File: src/rtl/core/ata_identify_mode_select_top_defines.svh
// Assertion macros for the identify mode-select block.
// Define ASSERT_OFF to compile them out.
`ifndef ATA_IDENTIFY_MODE_SELECT_TOP_DEFINES_SVH
`define ATA_IDENTIFY_MODE_SELECT_TOP_DEFINES_SVH
`ifndef ASSERT_OFF
`define ATA_IMS_ASSERT(lbl, prop, msg) \
  lbl: assert property (@(posedge clk) disable iff (!rst_n) prop) else $error(msg);
`define ATA_IMS_ASSERT_NR(lbl, prop, msg) \
  lbl: assert property (@(posedge clk) prop) else $error(msg);
`else
`define ATA_IMS_ASSERT(lbl, prop, msg)
`define ATA_IMS_ASSERT_NR(lbl, prop, msg)
`endif
`endif

File: src/rtl/core/ata_ims_pkg.sv
package ata_ims_pkg;

  localparam int unsigned PipeDepth = 4;

  // register map
  typedef enum logic {
    RegHwVersion  = 1'b0,
    RegHwRevision = 1'b1
  } reg_idx_t;

  // ultra DMA policy
  localparam logic [3:0] UdmaMinVersion = 4'd2;
  localparam logic [7:0] UdmaNoHighRev  = 8'h00;
  localparam logic [7:0] UdmaCapRev     = 8'h1f;
  localparam logic [2:0] UdmaCapMode    = 3'd2;
  localparam logic [7:0] UdmaPrefix     = 8'h40;
  localparam logic [7:0] MwdmaPrefix    = 8'h20;

  // identify word bits
  localparam int unsigned Addr48Bit = 10;
  localparam int unsigned LbaSupBit = 1;

  // large-disk CHS geometry
  localparam logic [15:0] ChsMaxCyl  = 16'd16383;
  localparam logic [15:0] ChsAltCyl  = 16'd4092;
  localparam logic [15:0] ChsSpt     = 16'd63;
  localparam logic [15:0] HeadsLo    = 16'd15;
  localparam logic [15:0] HeadsHi    = 16'd16;
  localparam logic [31:0] ChsLimit15 = 32'd15481935;  // 16383*63*15
  localparam logic [31:0] ChsLimit16 = 32'd16514064;  // 16383*63*16

  // floor(x/10) = (x * Recip10) >> Recip10Shift, exact for 32-bit x
  localparam logic [31:0] Recip10      = 32'hCCCC_CCCD;
  localparam int unsigned Recip10Shift = 35;
  localparam int unsigned QuotW        = 64 - Recip10Shift;

  typedef struct packed {
    logic [PipeDepth-1:0] ld;   // per-stage load enable
  } pipe_ctrl_t;

  // highest set bit index, 0 when none set
  function automatic logic [2:0] top_mode(input logic [6:0] bits);
    logic [2:0] m;
    m = 3'd0;
    for (int i = 0; i < 7; i++) begin
      if (bits[i]) m = 3'(i);
    end
    return m;
  endfunction

endpackage

File: src/rtl/core/ata_identify_mode_select_top.sv
// Channel  | Handshake           | Payload
// ---------+---------------------+---------------------------------------------
// in       | in_valid / in_stall | identify words, 28- and 48-bit capacities
// out      | out_valid/out_stall | status, DMA choice, mode code, addressing
// cfg      | APB psel/penable    | hw_version (0x0), hw_revision (0x4)
//
// Four register stages; a transfer in moves through them in order to the output.
// One transfer per cycle while out_stall is low; the slowest stage
// holds the 32x32 reciprocal multiply used for chs/10.
// rst_n is synchronous; it empties the pipe and clears both registers.
// out_stall holds the last stage and backs up stage by stage; in_stall
// rises only when every stage is occupied and held.
module ata_identify_mode_select_top (
  input  logic        clk,
  input  logic        rst_n,
  // input channel
  input  logic        in_valid,
  output logic        in_stall,
  input  logic [15:0] in_ultra_dma_word,
  input  logic [15:0] in_multiword_dma_word,
  input  logic [15:0] in_command_set_support,
  input  logic [15:0] in_command_set_enabled,
  input  logic [15:0] in_capability_word,
  input  logic [15:0] in_cylinders,
  input  logic [15:0] in_current_cylinders,
  input  logic [15:0] in_head_count,
  input  logic [15:0] in_sectors_per_track,
  input  logic [31:0] in_lba28_capacity,
  input  logic [47:0] in_lba48_capacity,
  // result channel
  output logic        out_valid,
  input  logic        out_stall,
  output logic        out_status,
  output logic        out_dma_enabled,
  output logic        out_mode_set_needed,
  output logic [7:0]  out_transfer_mode_code,
  output logic        out_addr48_enabled,
  output logic        out_lba_enabled,
  output logic [47:0] out_sector_capacity,
  // configuration port
  input  logic        psel,
  input  logic        penable,
  input  logic        pwrite,
  input  logic [2:0]  paddr,
  input  logic [31:0] pwdata,
  output logic [31:0] prdata,
  output logic        pready
);

  ata_ims_pkg::pipe_ctrl_t ctrl;
  ata_ims_pkg::reg_idx_t   reg_idx;

  logic [3:0] hw_version_r;
  logic [7:0] hw_revision_r;
  logic       cfg_wr;
  logic       dma_en;

  // config registers: word aligned, index from paddr[2]
  assign pready  = 1'b1;
  assign reg_idx = ata_ims_pkg::reg_idx_t'(paddr[2]);
  assign cfg_wr  = psel && penable && pwrite && pready;

  always_ff @(posedge clk) begin
    if (!rst_n) begin
      hw_version_r  <= 4'd0;
      hw_revision_r <= 8'd0;
    end else if (cfg_wr) begin
      case (reg_idx)
        ata_ims_pkg::RegHwVersion:  hw_version_r  <= pwdata[3:0];
        ata_ims_pkg::RegHwRevision: hw_revision_r <= pwdata[7:0];
        default: ;
      endcase
    end
  end

  always_comb begin
    case (reg_idx)
      ata_ims_pkg::RegHwVersion:  prdata = 32'(hw_version_r);
      ata_ims_pkg::RegHwRevision: prdata = 32'(hw_revision_r);
      default:                    prdata = 32'd0;
    endcase
  end

  // valid bits and per-stage load enables
  ata_ims_ctrl u_ctrl (
    .clk       (clk),
    .rst_n     (rst_n),
    .in_valid  (in_valid),
    .in_stall  (in_stall),
    .out_valid (out_valid),
    .out_stall (out_stall),
    .ctrl      (ctrl)
  );

  // DMA / PIO choice, decided on entry and carried to the output stage
  ata_ims_mode u_mode (
    .clk                (clk),
    .ctrl               (ctrl),
    .hw_version         (hw_version_r),
    .hw_revision        (hw_revision_r),
    .ultra_dma_word     (in_ultra_dma_word),
    .multiword_dma_word (in_multiword_dma_word),
    .dma_enabled        (dma_en),
    .transfer_mode_code (out_transfer_mode_code)
  );

  // set-features is issued exactly when a DMA mode was chosen
  assign out_dma_enabled     = dma_en;
  assign out_mode_set_needed = dma_en;

  // addressing mode and capacity: multiply, divide-by-10, compare
  ata_ims_cap u_cap (
    .clk                 (clk),
    .ctrl                (ctrl),
    .command_set_support (in_command_set_support),
    .command_set_enabled (in_command_set_enabled),
    .capability_word     (in_capability_word),
    .cylinders           (in_cylinders),
    .current_cylinders   (in_current_cylinders),
    .head_count          (in_head_count),
    .sectors_per_track   (in_sectors_per_track),
    .lba28_capacity      (in_lba28_capacity),
    .lba48_capacity      (in_lba48_capacity),
    .status              (out_status),
    .addr48_enabled      (out_addr48_enabled),
    .lba_enabled         (out_lba_enabled),
    .sector_capacity     (out_sector_capacity)
  );

endmodule

File: src/rtl/core/ata_ims_ctrl.sv
`include "ata_identify_mode_select_top_defines.svh"

module ata_ims_ctrl (
  input  logic                    clk,
  input  logic                    rst_n,
  input  logic                    in_valid,
  output logic                    in_stall,
  output logic                    out_valid,
  input  logic                    out_stall,
  output ata_ims_pkg::pipe_ctrl_t ctrl
);

  logic [ata_ims_pkg::PipeDepth-1:0] v_r;
  logic [ata_ims_pkg::PipeDepth-1:0] v_nxt;

  // a stage loads when it is empty or its content moves on
  always_comb begin
    ctrl.ld[ata_ims_pkg::PipeDepth-1] = !v_r[ata_ims_pkg::PipeDepth-1] || !out_stall;
    for (int k = ata_ims_pkg::PipeDepth - 2; k >= 0; k--) begin
      ctrl.ld[k] = !v_r[k] || ctrl.ld[k+1];
    end
  end

  always_comb begin
    v_nxt = v_r;
    if (ctrl.ld[0]) v_nxt[0] = in_valid;
    for (int k = 1; k < ata_ims_pkg::PipeDepth; k++) begin
      if (ctrl.ld[k]) v_nxt[k] = v_r[k-1];
    end
  end

  always_ff @(posedge clk) begin
    if (!rst_n) begin
      v_r <= '0;
    end else begin
      v_r <= v_nxt;
    end
  end

  assign in_stall  = !ctrl.ld[0];
  assign out_valid = v_r[ata_ims_pkg::PipeDepth-1];

  `ATA_IMS_ASSERT(a_enter, in_valid && !in_stall |=> v_r[0], "accepted transfer not captured")
  `ATA_IMS_ASSERT(a_full_stall, (&v_r) && out_stall |-> in_stall, "full pipe took a transfer")
  `ATA_IMS_ASSERT(a_mid_hold, v_r[1] && !ctrl.ld[2] |=> v_r[1], "held stage lost its item")
  `ATA_IMS_ASSERT_NR(a_rst_empty, !rst_n |=> (v_r == '0), "pipe not empty after reset")

endmodule

File: src/rtl/core/ata_ims_mode.sv
module ata_ims_mode (
  input  logic                    clk,
  input  ata_ims_pkg::pipe_ctrl_t ctrl,
  input  logic [3:0]              hw_version,
  input  logic [7:0]              hw_revision,
  input  logic [15:0]             ultra_dma_word,
  input  logic [15:0]             multiword_dma_word,
  output logic                    dma_enabled,
  output logic [7:0]              transfer_mode_code
);

  logic [6:0] udma_bits;
  logic [2:0] udma_mode;
  logic [7:0] code_nxt;
  logic       dma_nxt;
  logic [7:0] code_r [ata_ims_pkg::PipeDepth];
  logic       dma_r  [ata_ims_pkg::PipeDepth];

  always_comb begin
    udma_bits = ultra_dma_word[6:0];
    // early rev-0 bridges only run modes 0..4
    if (hw_version == ata_ims_pkg::UdmaMinVersion &&
        hw_revision == ata_ims_pkg::UdmaNoHighRev) begin
      udma_bits[6:5] = 2'b00;
    end
    udma_mode = ata_ims_pkg::top_mode(udma_bits);
    if (hw_version == ata_ims_pkg::UdmaMinVersion &&
        hw_revision == ata_ims_pkg::UdmaCapRev &&
        udma_mode > ata_ims_pkg::UdmaCapMode) begin
      udma_mode = ata_ims_pkg::UdmaCapMode;
    end

    if (hw_version >= ata_ims_pkg::UdmaMinVersion) begin
      dma_nxt  = 1'b1;
      code_nxt = ata_ims_pkg::UdmaPrefix | {5'd0, udma_mode};
    end else if (multiword_dma_word[7:0] != 8'd0) begin
      dma_nxt  = 1'b1;
      code_nxt = ata_ims_pkg::MwdmaPrefix |
                 {5'd0, ata_ims_pkg::top_mode({4'd0, multiword_dma_word[2:0]})};
    end else begin
      dma_nxt  = 1'b0;
      code_nxt = 8'd0;
    end
  end

  // decision is made at entry and rides along with the capacity pipe
  always_ff @(posedge clk) begin
    if (ctrl.ld[0]) begin
      code_r[0] <= code_nxt;
      dma_r[0]  <= dma_nxt;
    end
    for (int k = 1; k < ata_ims_pkg::PipeDepth; k++) begin
      if (ctrl.ld[k]) begin
        code_r[k] <= code_r[k-1];
        dma_r[k]  <= dma_r[k-1];
      end
    end
  end

  assign dma_enabled        = dma_r[ata_ims_pkg::PipeDepth-1];
  assign transfer_mode_code = code_r[ata_ims_pkg::PipeDepth-1];

endmodule

File: src/rtl/core/ata_ims_cap.sv
module ata_ims_cap (
  input  logic                    clk,
  input  ata_ims_pkg::pipe_ctrl_t ctrl,
  input  logic [15:0]             command_set_support,
  input  logic [15:0]             command_set_enabled,
  input  logic [15:0]             capability_word,
  input  logic [15:0]             cylinders,
  input  logic [15:0]             current_cylinders,
  input  logic [15:0]             head_count,
  input  logic [15:0]             sectors_per_track,
  input  logic [31:0]             lba28_capacity,
  input  logic [47:0]             lba48_capacity,
  output logic                    status,
  output logic                    addr48_enabled,
  output logic                    lba_enabled,
  output logic [47:0]             sector_capacity
);

  // stage 1: cyl*heads, flags, large-disk rule
  logic [31:0] s1_prod_r;
  logic [15:0] s1_spt_r;
  logic [31:0] s1_lba28_r;
  logic [47:0] s1_lba48_r;
  logic        s1_a48_r, s1_lbasup_r, s1_rulea_r;
  logic        rulea_nxt;

  // stage 2: full CHS product
  logic [47:0] s2_chs_r;
  logic [31:0] s2_lba28_r;
  logic [47:0] s2_lba48_r;
  logic        s2_a48_r, s2_lbasup_r, s2_rulea_r;

  // stage 3: chs/10 and both differences
  logic [63:0]                     recip_prod;
  logic [31:0]                     swapped;
  logic [ata_ims_pkg::QuotW-1:0]   s3_q_r;
  logic [31:0]                     s3_d1_r, s3_d2_r;
  logic [31:0]                     s3_lba28_r;
  logic [47:0]                     s3_lba48_r, s3_chs_r;
  logic                            s3_a48_r, s3_lbasup_r, s3_rulea_r;

  // stage 4: decision
  logic        near_a, near_b;
  logic        status_nxt, a48_nxt, lba_nxt;
  logic [47:0] cap_nxt;
  logic        status_r, a48_r, lba_r;
  logic [47:0] cap_r;

  always_comb begin
    rulea_nxt = (cylinders == ata_ims_pkg::ChsMaxCyl ||
                 (cylinders == ata_ims_pkg::ChsAltCyl &&
                  current_cylinders == ata_ims_pkg::ChsMaxCyl)) &&
                sectors_per_track == ata_ims_pkg::ChsSpt &&
                (head_count == ata_ims_pkg::HeadsLo || head_count == ata_ims_pkg::HeadsHi) &&
                lba28_capacity >= ((head_count == ata_ims_pkg::HeadsLo) ?
                                   ata_ims_pkg::ChsLimit15 : ata_ims_pkg::ChsLimit16);
  end

  always_ff @(posedge clk) begin
    if (ctrl.ld[0]) begin
      s1_prod_r   <= 32'(cylinders) * 32'(head_count);
      s1_spt_r    <= sectors_per_track;
      s1_lba28_r  <= lba28_capacity;
      s1_lba48_r  <= lba48_capacity;
      s1_a48_r    <= command_set_support[ata_ims_pkg::Addr48Bit] &&
                     command_set_enabled[ata_ims_pkg::Addr48Bit];
      s1_lbasup_r <= capability_word[ata_ims_pkg::LbaSupBit];
      s1_rulea_r  <= rulea_nxt;
    end
  end

  always_ff @(posedge clk) begin
    if (ctrl.ld[1]) begin
      s2_chs_r    <= 48'(s1_prod_r) * 48'(s1_spt_r);
      s2_lba28_r  <= s1_lba28_r;
      s2_lba48_r  <= s1_lba48_r;
      s2_a48_r    <= s1_a48_r;
      s2_lbasup_r <= s1_lbasup_r;
      s2_rulea_r  <= s1_rulea_r;
    end
  end

  assign recip_prod = 64'(s2_chs_r[31:0]) * 64'(ata_ims_pkg::Recip10);
  assign swapped    = {s2_lba28_r[15:0], s2_lba28_r[31:16]};

  always_ff @(posedge clk) begin
    if (ctrl.ld[2]) begin
      s3_q_r      <= recip_prod[63:ata_ims_pkg::Recip10Shift];
      s3_d1_r     <= s2_lba28_r - s2_chs_r[31:0];
      s3_d2_r     <= swapped - s2_chs_r[31:0];
      s3_lba28_r  <= s2_lba28_r;
      s3_lba48_r  <= s2_lba48_r;
      s3_chs_r    <= s2_chs_r;
      s3_a48_r    <= s2_a48_r;
      s3_lbasup_r <= s2_lbasup_r;
      s3_rulea_r  <= s2_rulea_r;
    end
  end

  always_comb begin
    near_a     = s3_d1_r < 32'(s3_q_r);
    near_b     = s3_d2_r < 32'(s3_q_r);
    status_nxt = 1'b0;
    a48_nxt    = 1'b0;
    lba_nxt    = 1'b0;
    cap_nxt    = s3_chs_r;
    if (s3_a48_r) begin
      a48_nxt = 1'b1;
      lba_nxt = 1'b1;
      cap_nxt = s3_lba48_r;
    end else if (s3_lbasup_r && (s3_rulea_r || near_a)) begin
      lba_nxt = 1'b1;
      cap_nxt = 48'(s3_lba28_r);
    end else if (s3_lbasup_r && near_b) begin
      lba_nxt = 1'b1;
      cap_nxt = 48'({s3_lba28_r[15:0], s3_lba28_r[31:16]});
    end else begin
      status_nxt = 1'b1;  // CHS only
    end
  end

  always_ff @(posedge clk) begin
    if (ctrl.ld[3]) begin
      status_r <= status_nxt;
      a48_r    <= a48_nxt;
      lba_r    <= lba_nxt;
      cap_r    <= cap_nxt;
    end
  end

  assign status          = status_r;
  assign addr48_enabled  = a48_r;
  assign lba_enabled     = lba_r;
  assign sector_capacity = cap_r;

endmodule

File: config.mk
export PLATFORM = sky130hd
export DESIGN_NAME = ata_identify_mode_select_top
export DESIGN_NICKNAME = d
export VERILOG_FILES = /design/src/rtl/core/ata_ims_pkg.sv /design/src/rtl/core/ata_identify_mode_select_top.sv /design/src/rtl/core/ata_ims_ctrl.sv /design/src/rtl/core/ata_ims_mode.sv /design/src/rtl/core/ata_ims_cap.sv
export VERILOG_INCLUDE_DIRS = /design/src /design/src/rtl/core
export SDC_FILE = /design/constraint.sdc
export NUM_CORES = 2
export LEC_CHECK = 0
export ABC_CLOCK_PERIOD_IN_PS = 11300
export BUFFER_PORTS_ARGS = -buffer_cell sky130_fd_sc_hd__clkbuf_2
export CAP_MARGIN = 20
export CORE_MARGIN = 8
export CORE_UTILIZATION = 55
export DETAILED_ROUTE_END_ITERATION = 10
export HOLD_SLACK_MARGIN = 0.12
export PLACE_DENSITY = 0.8
export SLEW_MARGIN = 20
export SYNTH_ARGS = -nofsm -noshare
export SYNTH_HDL_FRONTEND = slang
export SYNTH_HIERARCHICAL = 1
export SYNTH_SLANG_ARGS = --single-unit
File: constraint.sdc
create_clock -name clk -period 11.3 [get_ports clk]
set_input_delay 1.13 -clock clk [delete_from_list [all_inputs] [get_ports clk]]
set_output_delay 1.13 -clock clk [all_outputs]
set_load 0.03 [all_outputs]
## Yosys cells after proc, flatten, opt, wreduce, memory -nomap -nowiden

Memory sizes are Yosys's and may differ from the RTL's.
Index checks and enable logic that the tools add are counted.

| cells by class | value |
|---|---|
| $add $sub $neg | 2 |
| multipliers | 3 |
| $lt $le $gt $ge | 5 |
| equal/unequal tests | 8 |
| muxes and demuxes | 30 |
| bitwise operators | 1 |
| reductions and logical operators | 30 |

Operators with widths:

| kind | number |
|---|---|
| 48-bit two-way mux | 3 |
| 32-bit by 29-bit less-than comparator with 1-bit output | 2 |
| 32-bit by 32-bit multiplier with 64-bit output, second input constant | 1 |
| 32-bit one-hot mux with 2 select lines | 1 |
| 32-bit subtractor | 2 |
| 32-bit by 16-bit multiplier with 48-bit output | 1 |
| 16-bit by 14-bit equality test with 1-bit output, second input constant | 2 |
| 32-bit >= comparator | 1 |
| 16-bit by 16-bit multiplier with 32-bit output | 1 |
| 21-bit two-way mux | 1 |
| 3-bit two-way mux | 6 |
| 16-bit by 12-bit equality test with 1-bit output, second input constant | 1 |
| 16-bit by 4-bit equality test with 1-bit output, second input constant | 1 |
| 16-bit by 5-bit equality test with 1-bit output, second input constant | 1 |
| 16-bit by 6-bit equality test with 1-bit output, second input constant | 1 |
| 1-bit two-way mux | 15 |
| 1-bit logical AND | 12 |
| 8-bit by 5-bit equality test with 1-bit output, second input constant | 1 |
| 8-bit zero test | 1 |
| 8-bit two-way mux | 1 |
| 8-bit nonzero test | 1 |
| 1-bit logical OR | 7 |
| 1-bit zero test | 6 |
| 6-bit two-way mux | 1 |
| 7 further kinds | 9 |

| storage, ports and cells | value |
|---|---|
| register bits after elaboration | 553 |
| RAM bits | 36 |
| bits of input ports | 266 |
| memories | 2 |

Memories:

| memory | words | width | read ports | clocked after Yosys merged registers in | wr ports | line | source |
|---|---|---|---|---|---|---|---|
| u_mode.code_r | 4 | 8 | 4 | 0 | 4 | ata_ims_mode.sv:16 | `logic [7:0] code_r [ata_ims_pkg::PipeDepth];` |
| u_mode.dma_r | 4 | 1 | 4 | 0 | 4 | ata_ims_mode.sv:17 | `logic dma_r [ata_ims_pkg::PipeDepth];` |

## Logic depth before layout (Yosys ltp)

| logic depth | value |
|---|---|
| depth after elaboration | 10 |
| depth in mapped cells | 26 |
| gate-level depth less buffers | 25 |

## Cells and area by module

The synthesis kept the hierarchy.

Modules (own cells, without submodules):

| module | times used | cells an instance | area an instance (sq um) |
|---|---|---|---|
| ata_ims_cap | 1 | 5857 | 63223.1 |
| ata_ims_mode | 1 | 59 | 924.6 |
| ata_identify_mode_select_top | 1 | 86 | 787.0 |
| ata_ims_ctrl | 1 | 18 | 161.4 |

## Worst setup path after synthesis

OpenSTA, ideal clock, no wires.

| timing | value |
|---|---|
| path kind | input to register |
| start point | input out_stall |
| end point | register u_cap.s3_a48_r (enable) |
| setup time | 2389 ps |
| arrival | 6361 ps |
| required time | 8911 ps |
| setup slack | 2550 ps |
| stages | 1 |
| path buffers | 0 |
| cells stage by stage | nand3_1 |

| on the way | value |
|---|---|
| longest elaborated chain between the ends | 3 |

RTL lines:

| element | line | source |
|---|---|---|
| start: declaration | ata_identify_mode_select_top.sv:32 | `input logic out_stall,` |
| 1-bit zero test | ata_ims_ctrl.sv:18 | `ctrl.ld[ata_ims_pkg::PipeDepth-1] = !v_r[ata_ims_pkg::PipeDepth-1] \|\| !out_stall;` |
| 1-bit logical OR | ata_ims_ctrl.sv:18 |  |
| 1-bit logical OR | ata_ims_ctrl.sv:20 | `ctrl.ld[k] = !v_r[k] \|\| ctrl.ld[k+1];` |
| end signal: assignment | ata_ims_cap.sv:94 | `s3_a48_r <= s2_a48_r;` |
| end: declaration | ata_ims_cap.sv:40 | `logic s3_a48_r, s3_lbasup_r, s3_rulea_r;` |

Every way passes these cells.
A chain may end at the register's enable or synchronous reset.

## Final worst setup path

| timing | value |
|---|---|
| start point | register u_cap.s2_chs_r[9] |
| end point | register u_cap/s3_q_r[28] (netlist name) (data pin) |

| on the way | value |
|---|---|
| longest elaborated chain between the ends | 1 |

RTL lines:

| element | line | source |
|---|---|---|
| start: declaration | ata_ims_cap.sv:28 | `logic [47:0] s2_chs_r;` |
| start signal: assignment | ata_ims_cap.sv:74 | `s2_chs_r <= 48'(s1_prod_r) * 48'(s1_spt_r);` |
| 32-bit by 32-bit multiplier with 64-bit output | ata_ims_cap.sv:83 | `assign recip_prod = 64'(s2_chs_r[31:0]) * 64'(ata_ims_pkg::Recip10);` |
| named net u_cap.recip_prod[63] | ata_ims_cap.sv:34 | `logic [63:0] recip_prod;` |
| end signal: assignment | ata_ims_cap.sv:88 | `s3_q_r <= recip_prod[63:ata_ims_pkg::Recip10Shift];` |
| end: declaration | ata_ims_cap.sv:36 | `logic [ata_ims_pkg::QuotW-1:0] s3_q_r;` |

The timed path passes the listed nets, and every way through them passes these cells.

==> results.md <==
* Outcome: completed
* CTS H-tree depth at 3
* Final-report hold violation count at 0
* Die Wd at between 300 and 400 µm
* Synth Area in Simple Gates at 0.0974
* Cell variety after synth at 98
* Port bufs at about 240
* Die Y at between 300 and 400 µm
* Met1 wire length at around 63,000 µm
* Post-synth ARST share at 0
* Register area share after synthesis at 0.264
* Share of layout cells above drive strength 1 at 0.0724
* CP arrival at approximately 9000 ps
* DR iter-0 viols at roughly 3,300
* Largest family of logic cells by synthesized area: adder cells
* Num CTS Buffers at 66
* Worst R2R Start: u_cap/s2_chs_r[9]$_DFFE_PP_
* Unrepaired setup endpoints after global routing: no
* Yosys synthesis warning count at 6
* Post-CTS setup buffer count at 0
* Non-Filler Instances at around 7,800
* WL met2 at about 83,000 µm
* Fin Setup TNS at 0 ps
* Die ar. at between 100,000 and 150,000 µm²
* Root Buffer Master: clkbuf_16
* Fmax achieved at around 0.11 GHz
* Synth Instances at 6,020
* Metal3 WL at about 14,000 µm
* Clock-pin slew on the worst setup and hold paths at ~60 ps
* Site Rows at 126
* Sink Count at roughly 580
* Crit share post-route at 0.781
* Remaining DRCs at 0
* Crit path kind: reg -> reg
* CP Cell Sequence: ha_1, xor2_1, ha_1, a21o_1, fa_1, inv_1, fa_1, inv_1, fa_1, fa_1, fa_1, fa_1, ha_1, a21oi_1, a21boi_0, a311oi_2, nand3_1, o21ai_0, o31ai_2, a221oi_2, a21oi_2, a21oi_2, xnor2_1
* Crit path max fanout at 8
* Slew headroom at 0.312
* Hold_buf cts at 0
* Max Slew Vio Count at 0
* Vias per Instance at approximately 5.7
* Synth Register Bits at around 580
* Compound-Gate Fraction of Synth Area at 0.0702
* R2r setup slk at ~2500 ps
* Syn Area/Cell at approximately 11 µm²
* Fin util at 0.593
* Global-route wire length before repair at between 200,000 and 300,000 µm
* Setup-failing EPs final at 0
* Startpoint types: flop
* Gr usage total at 0.262
* Hold Path Cell Cnt at 0
* Largest net degree at the start of global routing at between 70 and 80
* Slowest cell on the critical path: edfxtp_1
* Final #Nets at between 8,000 and 9,000
* DR WL/cell at ~22 µm
* Ports at approximately 360
* Ys flop type: edfxtp_1
* HP Class: reg -> reg
* Adder-cell share of the synthesized area at 0.443
* Clock Tree Buf Depth at 3
* Placed insts at between 7,000 and 8,000
* Worst hold endpoint: u_cap/s2_lba28_r[12]$_DFFE_PP_
* Max-Cap Viols at 0
* Worst skew pair latency at 650 ps
* XOR/XNOR share of the synthesized area at 0.0257
* Cell family with most CP delay: adder cells
* Vias in the first global route at between 40,000 and 50,000
* Clock period minus worst slack at between 8000 and 9000 ps
* Antenna violations before repair at 3
* WP data required at about 12,000 ps
* WL final at 170,000 µm
* Post-CTS sizing at 0
* Pre-Repair DR Iteration Count at 6
* HPWL Detailed at 135,000 µm
* RD Place Congestion at approximately 1.0
* Core Area at around 120,000 µm²
* DR top layer: met4
* Worst hold start: u_cap/s1_lba28_r[12]$_DFFE_PP_
* Fin Clk Skew at 31.0 ps
* Synth-to-Final Area Change at 7.25%
* Synth Cell Area at around 65,000 µm²
* Worst-margin pin slew at slightly above 1000 ps
* WP buf/inv at 2
* Most used cell, CP: fa_1
* CTS tree: yes
* Routed via count at about 44,000
* Crit-path max cell delay at ~900 ps
* Register-to-Register Path Depth at 23
* Multiplexer area fraction after synthesis at 0.00840
* Crit end category: flop
* Total gr overflow at 0
* Initial Util at 0.553
* Worst r2r dst: u_cap/s3_q_r[28]$_DFFE_PP_
* Post-synth EDFFs at between 500 and 600
* Final ANT Viol Nets at 0
-- worst register-to-register path: stages, from the launching register on --
cell and delay (ps):
edfxtp_1 880, ha_1 540, xor2_1 240, ha_1 210
a21o_1 170, fa_1 550, inv_1 70, fa_1 510
inv_1 60, fa_1 560, fa_1 430, fa_1 420
fa_1 500, ha_1 370, a21oi_1 300, a21boi_0 210
a311oi_2 670, nand3_1 140, o21ai_0 760, o31ai_2 260
a221oi_2 360, a21oi_2 120, a21oi_2 160, xnor2_1 70
-- stage by stage --
step	area, µm²	worst slack [ps]	hold WS, ps
6_report	69800	2480	410
2_1_floorplan	65200	2550	400
4_1_cts	69800	2150	403
5_1_grt	69800	2090	419
3_5_place_dp	67700	2250	405
3_3_place_gp	67700	2480	400
-- area by class of cell --
type | instances | area [µm²]
fill | 9364 | 48000
multi-input combinational | 3919 | 42100
sequential | 577 | 17200
inverter | 1356 | 5090
tap | 1536 | 1920
clock buffer | 76 | 1690
timing repair buffer | 279 | 1480
clock inverter | 38 | 367
antenna | 1 | 2.50
-- sequential cells by signal, indices dropped and copies added, names as in the netlist, 4 cells and up --
register / cells
u_cap/s1_lba48_r: 48
u_cap/s2_chs_r: 48
u_cap/s2_lba48_r: 48
u_cap/s3_chs_r: 48
u_cap/s3_lba48_r: 48
u_cap/sector_capacity: 48
u_cap/s1_lba28_r: 32
u_cap/s1_prod_r: 32
u_cap/s2_lba28_r: 32
u_cap/s3_d1_r: 32
u_cap/s3_d2_r: 32
u_cap/s3_lba28_r: 32
u_cap/s3_q_r: 29
u_mode/code_r: 20
u_cap/s1_spt_r: 16
hw_revision_r: 8
hw_version_r: 4
u_ctrl/v_r: 4
u_mode/dma_r: 4
-- layer usage --
| layer | up-vias | track usage |
|---|---|---|
| met5 | - | 0 |
| met2 | 2152 | 0.453 |
| met1 | 22107 | 0.315 |
| li1 | 19571 | - |
| met4 | 0 | 0.120 |
| met3 | 522 | 0.0528 |
-- how the worst max path moves through the flow --
stage	from	end	cells after the start
after floorplan	out_stall	u_cap/s3_a48_r$_DFFE_PP_	1
after global placement	u_cap/s2_chs_r[9]$_DFFE_PP_	u_cap/s3_q_r[28]$_DFFE_PP_	23
after detailed placement	u_cap/s2_chs_r[9]$_DFFE_PP_	u_cap/s3_q_r[28]$_DFFE_PP_	23
after CTS	u_cap/s2_chs_r[9]$_DFFE_PP_	u_cap/s3_q_r[28]$_DFFE_PP_	23
after global routing	u_cap/s2_chs_r[9]$_DFFE_PP_	u_cap/s3_q_r[26]$_DFFE_PP_	23
final	u_cap/s2_chs_r[9]$_DFFE_PP_	u_cap/s3_q_r[28]$_DFFE_PP_	23
-- cells by family (layout without fill, tap and decap cells) --
kind of cell,after synthesis,count (layout)
DFF,577,577
muxes,54,54
adders and majority gates,1702,1702
buffers and inverters,1549,1749
xor gates and xnor gates,191,191
and+or+nand+nor,1295,1295
other,3,29
AOI/OAI and AO/OA,649,649
-- synthesized netlist by cell type (67+ instances only) --
library cell	n	area [µm²]
xor2_1	71	622
o21ai_0	90	450
nand2_1	599	2250
fa_1	1001	20000
xnor2_1	120	1050
edfxtp_1	561	16800
ha_1	701	8770
and2_1	298	1860
a21o_1	130	976
nor2_1	97	364
a21oi_1	171	856
inv_1	1355	5090
clkbuf_1	152	571
nor3_1	67	335
-- cell usage in the layout (no fill, tap or decap), types with 18 or more instances in the layout --
cell,count
a211oi_1,20
a21o_1,130
a21oi_1,171
a221oi_1,39
a22o_1,19
and2_1,298
and3_1,21
buf_4,35
clkbuf_16,66
clkbuf_2,244
conb_1,28
edfxtp_1,561
fa_1,1001
ha_1,701
inv_1,1355
mux2i_1,49
nand2_1,597
nand2b_1,27
nand3_1,42
nand4_1,40
nor2_1,97
nor2b_1,32
nor3_1,67
o21a_1,18
o21ai_0,90
o21bai_1,26
xnor2_1,120
xor2_1,71
Power is not shown: default switching activity piles up to over one toggle a cycle in this logic, so the estimate is an artifact.
